File: src/address_journal_balance_scan_macros.svh
// assertion macros for the journal balance scan block
// used by the top level; expects clk and rst in scope
`ifndef ADDRESS_JOURNAL_BALANCE_SCAN_MACROS_SVH
`define ADDRESS_JOURNAL_BALANCE_SCAN_MACROS_SVH

// same-cycle implication
`define AJBS_ASSERT_NOW(lbl, ante, cons, msg) \
  lbl: assert property (@(posedge clk) disable iff (rst) (ante) |-> (cons)) else $error(msg);

// next-cycle implication
`define AJBS_ASSERT_NEXT(lbl, ante, cons, msg) \
  lbl: assert property (@(posedge clk) disable iff (rst) (ante) |=> (cons)) else $error(msg);

`endif

File: src/ajbs_pkg.sv
// shared types and codes for the journal balance scan block
// no dependencies
package ajbs_pkg;

  // record function codes
  localparam logic [1:0] FN_CREATE = 2'd0;
  localparam logic [1:0] FN_SPEND  = 2'd1;
  localparam logic [1:0] FN_TOUCH  = 2'd2;
  localparam logic [1:0] FN_FINISH = 2'd3;

  // result kinds
  localparam logic KIND_TXID    = 1'b0;
  localparam logic KIND_SUMMARY = 1'b1;

  // register indexes (byte address / 8)
  localparam logic [2:0] REG_KEY_TYPE   = 3'd0;
  localparam logic [2:0] REG_KEY_WORD0  = 3'd1;
  localparam logic [2:0] REG_KEY_WORD1  = 3'd2;
  localparam logic [2:0] REG_KEY_WORD2  = 3'd3;
  localparam logic [2:0] REG_KEY_WORD3  = 3'd4;
  localparam logic [2:0] REG_TXID_LIMIT = 3'd5;

  localparam logic [8:0] TXID_LIMIT_RST = 9'd256;

  typedef struct packed {
    logic [1:0]  func;
    logic [7:0]  rec_type;
    logic [63:0] hash_w0;
    logic [63:0] hash_w1;
    logic [63:0] hash_w2;
    logic [63:0] hash_w3;
    logic [63:0] tx_w0;
    logic [63:0] tx_w1;
    logic [63:0] tx_w2;
    logic [63:0] tx_w3;
    logic [31:0] out_index;
    logic [63:0] amount;
  } in_t;

  typedef struct packed {
    logic        result_kind;
    logic [63:0] txid_out_w0;
    logic [63:0] txid_out_w1;
    logic [63:0] txid_out_w2;
    logic [63:0] txid_out_w3;
    logic [63:0] balance;
    logic [63:0] total_received;
    logic [8:0]  live_output_count;
    logic [8:0]  txid_count;
  } out_t;

  // scan token travelling down a chain of cells
  typedef struct packed {
    logic active;
    logic found;
  } chain_ctrl_t;

endpackage

File: src/ajbs_cell.sv
// one table entry of a search chain: holds a key and payload, compares
// against the broadcast query as the scan token passes; uses ajbs_pkg
module ajbs_cell #(
  parameter int KEY_W = 288,
  parameter int PAY_W = 64,
  parameter int IDX_W = 8,
  parameter int CNT_W = 9,
  parameter int INDEX = 0
) (
  input  logic                 clk,
  input  logic                 rst,
  input  logic [CNT_W-1:0]     cnt,
  input  logic [KEY_W-1:0]     qkey,
  input  logic                 wr_en,
  input  logic [IDX_W-1:0]     wr_idx,
  input  logic [KEY_W-1:0]     wr_key,
  input  logic [PAY_W-1:0]     wr_pay,
  input  ajbs_pkg::chain_ctrl_t ci,
  input  logic [IDX_W-1:0]     ci_idx,
  input  logic [KEY_W-1:0]     ci_lkey,
  input  logic [PAY_W-1:0]     ci_lpay,
  input  logic [PAY_W-1:0]     ci_hpay,
  output ajbs_pkg::chain_ctrl_t co,
  output logic [IDX_W-1:0]     co_idx,
  output logic [KEY_W-1:0]     co_lkey,
  output logic [PAY_W-1:0]     co_lpay,
  output logic [PAY_W-1:0]     co_hpay
);
  import ajbs_pkg::*;

  logic [KEY_W-1:0] key;
  logic [PAY_W-1:0] pay;
  logic             own_valid;
  logic             is_last;
  logic             hit;

  // entry occupancy and match
  assign own_valid = CNT_W'(INDEX) < cnt;
  assign is_last   = CNT_W'(INDEX + 1) == cnt;
  assign hit       = ci.active && !ci.found && own_valid && (key == qkey);

  // entry storage
  always_ff @(posedge clk) begin
    if (wr_en && (wr_idx == IDX_W'(INDEX))) begin
      key <= wr_key;
      pay <= wr_pay;
    end
  end

  // token hop and carried payload
  always_ff @(posedge clk) begin
    if (rst) begin
      co.active <= 1'b0;
    end else begin
      co.active <= ci.active;
    end
    co.found <= ci.found || hit;
    co_idx   <= hit ? IDX_W'(INDEX) : ci_idx;
    co_hpay  <= hit ? pay : ci_hpay;
    co_lkey  <= (ci.active && is_last) ? key : ci_lkey;
    co_lpay  <= (ci.active && is_last) ? pay : ci_lpay;
  end

endmodule
File: config.mk
export PLATFORM = sky130hd
export DESIGN_NAME = ajbs_cell
export DESIGN_NICKNAME = d
export VERILOG_FILES = /design/src/address_journal_balance_scan_macros.svh /design/src/ajbs_pkg.sv /design/src/ajbs_cell.sv
export SDC_FILE = /design/constraint.sdc
export NUM_CORES = 1
export LEC_CHECK = 0
export ABC_AREA = 1
export BUFFER_PORTS_ARGS = -buffer_cell sky130_fd_sc_hd__buf_4
export CORE_AREA = 3 3 588 590
export DETAILED_ROUTE_END_ITERATION = 6
export DIE_AREA = 0 0 591 593
export GPL_TIMING_DRIVEN = 0
export PLACE_DENSITY = 0.3
export REMOVE_ABC_BUFFERS = 1
export SYNTH_ARGS = -nofsm -noshare
export SYNTH_HDL_FRONTEND = slang
export SYNTH_SLANG_ARGS = --single-unit
File: constraint.sdc
create_clock -name clk -period 43.3 [get_ports clk]
set_input_delay 10.825 -clock clk [delete_from_list [all_inputs] [get_ports clk]]
set_output_delay 10.825 -clock clk [all_outputs]
set_load 0.05 [all_outputs]
==> out/results.tsv, run 1 <==
metric	value	unit
endpoints failing setup	0	
Initial Util	8.59	%
FFs w/ async S/R, synth	0	%
Max IR drop VDD	27.8	µV
post-route fraction of the period consumed by the critical path	33.8	%
final design utilization	15.0	%
clk buf depth	4	
post-route ant nets	0	
area added between synthesis and finish	74.0	%
most common library cell in the layout ignoring fill and taps	sky130_fd_sc_hd__buf_4	
max_slew headroom	16.3	%
core area	340000	µm²
clock tree from TritonCTS	yes	
post-CTS repair timing setup buffer count	0	
type of the worst setup path	primary input to flop	
master cell of the clock root buffer	sky130_fd_sc_hd__clkbuf_16	
Yosys top cell area share	36.2	%
Synth cell types	31	
commonest cells after routing, fill and taps aside	sky130_fd_sc_hd__buf_4 (1,568), sky130_fd_sc_hd__nand2_1 (854), sky130_fd_sc_hd__dfxtp_1 (426), sky130_fd_sc_hd__edfxtp_1 (352), sky130_fd_sc_hd__inv_1 (332)	
number of iterations in the first detailed-routing pass	6	
count of pins on the block boundary	1512	
Avg Inst Size Synth	10.2	µm²
layout cells sized above 1	42.2	%
floorplan row count	214	
Total GRT Usage	14.6	%
die extent in x	591	µm
flip-flop cell with the highest count after synthesis	sky130_fd_sc_hd__dfxtp_1	
hpwl dp	239	mm
synthesized area	29200	µm²
maximum fanout along the worst path	73	
post-place setup slack	27.48	ns
count of maximum capacitance violations	0	
number of synthesized flops with an enable pin	352	
pin count of the biggest net entering global routing	74	
Total Wirelength	268	mm
global-route wire length before repair	325	mm
detailed-route wire length per cell	29.1	µm
die height	593	µm
antenna violations before repair	216	
class of the most critical hold timing path	flop to flop	
Resize count post-CTS	0	
final RePlAce weighted congestion	0.882	
GR Overflow Total	0	
DIE AREA	350000	µm²
Post-CTS Hold Buffers	0	
CP startpoint kind	primary input	
Worst Skew	0.0469	ns
data arrival time of the worst path	15.32	ns
number of global-route vias before repair	28500	
Period minus WS final	14.63	ns
total instance count after detailed placement	8936	
unrepaired setup endpoints after global routing	false	
number of flip-flops and latches in the synthesized netlist	778	
power density over the cells	40.0	nW/µm²
vias after detailed routing	27900	
Clock H-tree levels	3	
Slew @ Worst Pin	1.25	ns
Sinks on Clock Net	778	
clock buffer count from CTS	118	
highest achievable clock rate	0.0684	GHz
final hold violation count	0	
number of design-rule violations left by the first detailed-router iteration	1697	
Final Worst Setup Slack	28.67	ns
final max-slew violation count	0	
Clock Pin Slew Worst Setup and Hold Paths	0.06	ns
NumNets Final	5606	
clk_lat worst skew	0.84	ns
element type at the critical path end	flop	
IO Port Bufs	1511	
part of the Yosys area used for sequential elements	65.3	%
cell type with the highest aggregate area in the netlist	sky130_fd_sc_hd__edfxtp_1	
number of warning messages in the yosys log	0	
leak pwr	22.5	nW
cell count after synthesis	2873	
outcome	finished clean	
synth top area cells	sky130_fd_sc_hd__edfxtp_1 (36%), sky130_fd_sc_hd__dfxtp_1 (29%), sky130_fd_sc_hd__nand2_1 (11%)	
Cell Count, Final, Fillers Out	9195	
number of DRC violations after detailed routing	0	
Required @ worst endpoint	44.00	ns
via density per instance	3.03	
-- synth_stat cells, types with 5 or more instances --
library cell and instances:
sky130_fd_sc_hd__nor2_1 180, sky130_fd_sc_hd__buf_4 6, sky130_fd_sc_hd__o22ai_1 5, sky130_fd_sc_hd__o21ai_0 324, sky130_fd_sc_hd__clkbuf_1 29, sky130_fd_sc_hd__nand2_1 854
sky130_fd_sc_hd__buf_2 33, sky130_fd_sc_hd__nor3_1 10, sky130_fd_sc_hd__nand4_1 66, sky130_fd_sc_hd__edfxtp_1 352, sky130_fd_sc_hd__xnor2_1 33, sky130_fd_sc_hd__inv_1 332
sky130_fd_sc_hd__buf_6 16, sky130_fd_sc_hd__and2_4 5, sky130_fd_sc_hd__xor2_1 14, sky130_fd_sc_hd__o21ai_1 19, sky130_fd_sc_hd__buf_8 6, sky130_fd_sc_hd__dfxtp_1 426
sky130_fd_sc_hd__mux2_2 142
-- where the power goes --
group / switching, W / leakage [nW] / total [W] / internal, W
Combinational: 0.000151 / 13.9 / 0.000258 / 0.000106
Clock: 0.000406 / 1.88 / 0.000984 / 0.000578
Sequential: 0.00000708 / 6.76 / 0.000796 / 0.000789
-- flip-flops by register name, indices dropped and copies added (netlist names) --
| signal | cells |
|---|---|
| co_lkey | 288 |
| key | 288 |
| co_hpay | 64 |
| co_lpay | 64 |
| pay | 64 |
| co_idx | 8 |
| co | 2 |
-- cells by family (layout without fill, tap and decap cells) --
group	count (synthesis)	after routing	synth area share [%]
XOR/XNOR	47	47	1.41
multiplexers	142	142	5.47
AO/OA/AOI/OAI	349	349	6.00
flip-flops	778	778	65.3
other	0	43	0
buffers and inverters	423	2166	6.29
AND/OR/NAND/NOR	1134	1134	15.5
-- worst paths after layout --
| kind | startpoint | endpoint | slack [ns] | depth (start not counted) |
|---|---|---|---|---|
| worst max-delay path | qkey[209] | co_hpay[5] | 28.67 | 14 |
| worst min-delay path | pay[38] | co_lpay[38] | 0.49 | 1 |
| worst max register to register | key[209] | co_hpay[5] | 38.36 | 12 |
| worst min register to register | pay[38] | co_lpay[38] | 0.49 | 1 |
-- area by class of cell --
cell class,count,area [µm²]
sequential,778,19100
tap,4536,5680
clock buffer,177,3450
inverter,333,1250
timing repair buffer,1617,12600
fill,38700,289000
clock inverter,39,384
multi-input combinational,1672,8320
antenna,43,108
-- critical path, cell delays in order --
cell                      delay (ns)
sky130_fd_sc_hd__buf_4          0.08
sky130_fd_sc_hd__inv_1          0.04
sky130_fd_sc_hd__nand2_1        0.19
sky130_fd_sc_hd__o21ai_0        0.25
sky130_fd_sc_hd__nor2_1         0.69
sky130_fd_sc_hd__nand2_1        0.10
sky130_fd_sc_hd__nor2_1         0.12
sky130_fd_sc_hd__nand2_1        0.21
sky130_fd_sc_hd__nor2_1         0.32
sky130_fd_sc_hd__nand2_1        0.14
sky130_fd_sc_hd__nor2_4         0.61
sky130_fd_sc_hd__nand3_4        1.07
sky130_fd_sc_hd__nand2_1        0.48
sky130_fd_sc_hd__nand2_1        0.08
-- per-stage QoR --
| step | area (µm²) | hold slack [ns] | TNS [ns] | total power (W) |
|---|---|---|---|---|
| 6_report | 50900 | 0.493 | 0 | 0.00204 |
| 5_1_grt | 50800 | 0.518 | 0 | 0.00212 |
| 4_1_cts | 50800 | 0.486 | 0 | 0.00210 |
| 3_5_place_dp | 46900 | 0.496 | 0 | 0.00107 |
| 3_3_place_gp | 45700 | 0.495 | - | 0.00108 |
| 2_1_floorplan | 28600 | 0.477 | -1183.49 | 0.000918 |
-- per-layer routing --
metal  vias up  track usage [%]  wire length [µm]
li1      12700                -                 -
met1     13100             16.6            104000
met2      1522             23.7            123000
met3       466             7.25             31900
met4        92             4.45              8540
met5         -                0               595
No activity file was read; power rests on OpenSTA's default activity.
==> run 2, diff against run 1 <==
--- a/config.mk
+++ b/config.mk
@@ -5,11 +5,11 @@
 export SDC_FILE = /design/constraint.sdc
 export NUM_CORES = 1
 export LEC_CHECK = 0
-export ABC_AREA = 1
+export ABC_AREA = 0
 export BUFFER_PORTS_ARGS = -buffer_cell sky130_fd_sc_hd__buf_4
-export CORE_AREA = 3 3 588 590
+export CORE_AREA = 3 3 591 593
 export DETAILED_ROUTE_END_ITERATION = 6
-export DIE_AREA = 0 0 591 593
+export DIE_AREA = 0 0 594 596
 export GPL_TIMING_DRIVEN = 0
 export PLACE_DENSITY = 0.3
 export REMOVE_ABC_BUFFERS = 1
==> constraint.sdc (replaced) <==
create_clock -name clk -period 13.3 [get_ports clk]
set_input_delay 3.325 -clock clk [delete_from_list [all_inputs] [get_ports clk]]
set_output_delay 3.325 -clock clk [all_outputs]
set_load 0.05 [all_outputs]
==> run 2 against run 1 <==
  * Global-route usage decreased by 0.61 points
  * Count of clock-buffer cells in the layout decreased by 13
  * Register-to-register slack got worse by 30 ns
  * Sequential share of layout area increased by 0.84 points
  * Utilization decreased by 0.53 points
  * Routed wire length decreased by 4.1%
  * Via count decreased by 16%
  * Die area increased by 1.0%
  * Largest cell class unchanged
==> out/results.tsv, run 2 <==
metric	value	unit	change
outcome	finished clean		
Worst Skew	0.0499	ns	+0.00307 ns
Top Family by Delay on Critical Path	simple AND/OR/NAND/NOR gates		
Internal Power	0.00478	W	+220%
class of the most critical hold timing path	flop to flop		
Initial Util	8.09	%	-0.50 points
top cells by instance count after synthesis	sky130_fd_sc_hd__dfxtp_1 (426), sky130_fd_sc_hd__edfxtp_1 (352), sky130_fd_sc_hd__mux2_2 (312)		
clk buf depth	4		unchanged
endpoints failing setup	0		unchanged
synth top area cells	sky130_fd_sc_hd__edfxtp_1 (38%), sky130_fd_sc_hd__dfxtp_1 (31%), sky130_fd_sc_hd__mux2_2 (13%)		
IO Port Bufs	1511		unchanged
layout cells sized above 1	59.9	%	+18 points
area added between synthesis and finish	78.3	%	
number of warning messages in the yosys log	0		unchanged
Reg-to-Reg End	co_hpay[49]		
number of global-route vias before repair	24300		-15%
Avg Inst Size Synth	15.2	µm²	+49%
Clock H-tree levels	3		unchanged
dominant cell by count in the synthesized netlist	sky130_fd_sc_hd__dfxtp_1		
final max-slew violation count	0		unchanged
NumNets Final	4604		-18%
number of synthesized flops with an enable pin	352		unchanged
Clock power frac	48.0	%	-0.3 points
share of power burned in combinational logic	12.3	%	-0.3 points
Post-CTS Hold Buffers	0		unchanged
Slew @ Worst Pin	1.27	ns	+0.0172 ns
element type at the critical path end	flop		
detailed-route wire length per cell	31.3	µm	+7.4%
die extent in x	594	µm	+0.51%
Max stage delay cell, worst path	sky130_fd_sc_hd__a2111oi_0		
highest achievable clock rate	0.138	GHz	
global-route wire length before repair	310	mm	-4.6%
cell type with the highest aggregate area in the netlist	sky130_fd_sc_hd__edfxtp_1		
setup slack of the worst register-to-register path	8.03	ns	-30.33 ns
NetSw	0.00176	W	+210%
part of the Yosys area used for sequential elements	68.4	%	+3.1 points
maximum fanout along the worst path	31		-58%
most common library cell in the layout ignoring fill and taps	sky130_fd_sc_hd__buf_4		
master cell of the clock root buffer	sky130_fd_sc_hd__clkbuf_16		
Period minus WS final	7.25	ns	
highest cell delay on the worst timing path	0.94	ns	-0.13 ns
antenna violations before repair	218		+0.93%
leak pwr	20.2	nW	-10%
synthesized area	27900	µm²	-4.5%
Synth cell types	36		+16%
unrepaired setup endpoints after global routing	false		
worst hold path startpoint	pay[24]		
pin count of the biggest net entering global routing	32		-57%
post-route ant nets	0		unchanged
registers with the most flip-flops	co_lkey x288, key x288		
clk_lat worst skew	0.84	ns	about the same
post-route fraction of the period consumed by the critical path	54.5	%	
Resize count post-CTS	0		unchanged
commonest cells after routing, fill and taps aside	sky130_fd_sc_hd__buf_4 (1,571), sky130_fd_sc_hd__dfxtp_1 (426), sky130_fd_sc_hd__edfxtp_1 (352), sky130_fd_sc_hd__mux2_2 (312), sky130_fd_sc_hd__clkbuf_16 (122)		
Required @ worst endpoint	14.01	ns	-29.99 ns
CP startpoint kind	primary input		
reg-to-reg critical path startpoint	key[261]		
Sinks on Clock Net	778		unchanged
post-place setup slack	4.98	ns	-22.50 ns
GR Overflow Total	0		unchanged
Total GRT Usage	13.9	%	-0.61 points
crit path buf inv count	4		+2
overall power	0.00653	W	+220%
Worst R2R Path Depth	10		-2
filler cell count in the final layout	38800		+0.19%
final RePlAce weighted congestion	0.846		-4.1%
flip-flop cell with the highest count after synthesis	sky130_fd_sc_hd__dfxtp_1		
count of maximum capacitance violations	0		unchanged
floorplan row count	216		+0.93%
end point of the worst hold path	co_hpay[24]		
Total Wirelength	257	mm	-4.1%
via density per instance	2.85		-6.0%
number of iterations in the first detailed-routing pass	7		+1
data arrival time of the worst path	7.96	ns	-7.36 ns
DIE AREA	354000	µm²	+1.0%
count of pins on the block boundary	1512		unchanged
Yosys top cell area share	37.9	%	+1.7 points
power density over the cells	131	nW/µm²	+230%
vias after detailed routing	23400		-16%
sum of negative setup slack	0	ns	unchanged
type of the worst setup path	primary input to flop		
FFs w/ async S/R, synth	0	%	unchanged
critical path, cell by cell	buf_4 > nor2b_1 > a2111o_1 > a2111oi_0 > nand4_1 > nor4_2 > buf_4 > nand4_4 > buf_16 > buf_16 > mux2_1		
sequential share of power	39.7	%	+0.6 points
clock tree from TritonCTS	yes		
die height	596	µm	+0.51%
number of DRC violations after detailed routing	0		unchanged
hpwl dp	230	mm	-3.5%
core area	345000	µm²	+1.4%
final hold violation count	0		unchanged
smallest hold slack	0.497	ns	+0.00385 ns
cell count after synthesis	1837		-36%
clock buffer count from CTS	115		-2.5%
Max IR drop VDD	94.5	µV	+240%
post-CTS repair timing setup buffer count	0		unchanged
Clock Pin Slew Worst Setup and Hold Paths	0.06	ns	about the same
max_slew headroom	14.4	%	-1.9 points
number of design-rule violations left by the first detailed-router iteration	1398		-18%
worst hold stages	1		unchanged
number of flip-flops and latches in the synthesized netlist	778		unchanged
Final Worst Setup Slack	6.05	ns	-22.63 ns
share of total power consumed by net switching	26.9	%	-0.80 points
==> run 2: changes by cell type after synthesis, moves of 32 or more <==
| cell | previous run | this run |
|---|---|---|
| sky130_fd_sc_hd__nor2_1 | 180 | 3 |
| sky130_fd_sc_hd__mux2_2 | 142 | 312 |
| sky130_fd_sc_hd__nand2b_1 | 0 | 32 |
| sky130_fd_sc_hd__nand4_1 | 66 | 31 |
| sky130_fd_sc_hd__mux2_4 | 0 | 54 |
| sky130_fd_sc_hd__nand2_1 | 854 | 45 |
| sky130_fd_sc_hd__nor4_1 | 1 | 43 |
| sky130_fd_sc_hd__xor2_1 | 14 | 88 |
| sky130_fd_sc_hd__xnor2_1 | 33 | 70 |
| sky130_fd_sc_hd__inv_1 | 332 | 101 |
| sky130_fd_sc_hd__buf_2 | 33 | 0 |
| sky130_fd_sc_hd__o21ai_0 | 324 | 43 |
| sky130_fd_sc_hd__nor2b_1 | 0 | 60 |
| sky130_fd_sc_hd__o22ai_1 | 5 | 37 |
==> run 2: worst reg2reg max path, delay by kind of cell (launching register included) <==
kind,cells,cell delay (ns)
AO/OA/AOI/OAI,2,1.36
flip-flops,1,0.51
AND/OR/NAND/NOR,4,1.91
buffers and inverters,3,1.03
multiplexers,1,0.37
==> run 2: routing by layer <==
layer	part of all wire (%)	vias up	wire length, µm	global-route usage (%)
met5	0.27	-	689	0
met4	2.4	106	6140	2.58
met3	9.5	491	24500	5.63
met2	50	1482	129000	25.1
met1	38	11200	96400	15.4
li1	-	10100	-	-
==> run 2: through the flow <==
step / cell area (µm²) / cells / util [%]
4_1_cts: 49700 / 8190 / 14.4
3_5_place_dp: 46000 / 7979 / 13.3
5_1_grt: 49700 / 8192 / 14.4
3_3_place_gp: 44800 / 7876 / 13.0
6_report: 49800 / 8210 / 14.4
2_1_floorplan: 27700 / 1787 / -
==> run 2: cells by family (layout without fill, tap and decap cells) <==
family / after synthesis / after routing / synth area share (%)
AOI/OAI and AO/OA: 149 / 149 / 3.92
muxes: 373 / 373 / 15.8
and+or+nand+nor: 228 / 228 / 4.75
buffers and inverters: 151 / 1926 / 2.19
other: 0 / 20 / 0
xor gates and xnor gates: 158 / 158 / 4.96
DFF: 778 / 778 / 68.4
==> run 2: power by group through the flow <==
stage / Combinational, W / Clock [W] / Sequential (W)
3_3_place_gp: 0.000816 / 0 / 0.00265
4_1_cts: 0.000822 / 0.00331 / 0.00260
5_1_grt: 0.000843 / 0.00336 / 0.00260
6_report: 0.000803 / 0.00313 / 0.00260
2_1_floorplan: 0.0000995 / 0 / 0.00289
3_5_place_dp: 0.000820 / 0 / 0.00265
==> run 2: final cells by class <==
type | count | area (µm²) | area share (%)
Clock inverter | 47 | 439 | 0.882
Timing Repair Buffer | 1614 | 12500 | 25.0
Sequential cell | 778 | 19100 | 38.4
Inverter | 101 | 379 | 0.762
Clock buffer | 164 | 3310 | 6.65
Antenna cell | 20 | 50.0 | 0.101
Multi-Input combinational cell | 908 | 8300 | 16.7
Tap cell | 4578 | 5730 | 11.5
==> run 2: worst max path at each step <==
| stage | cells after the start | to | slack, ns | start |
|---|---|---|---|---|
| finish | 11 | co_hpay[49] | 6.05 | qkey[135] |
| global route | 11 | co_hpay[49] | 5.93 | qkey[249] |
| CTS | 11 | co_hpay[62] | 5.95 | qkey[249] |
| detailed placement | 11 | co_hpay[49] | 4.98 | qkey[249] |
| global placement | 4 | pay[49] | -58.43 | wr_idx[2] |
| floorplan | 1 | key[0] | -25.86 | wr_idx[0] |
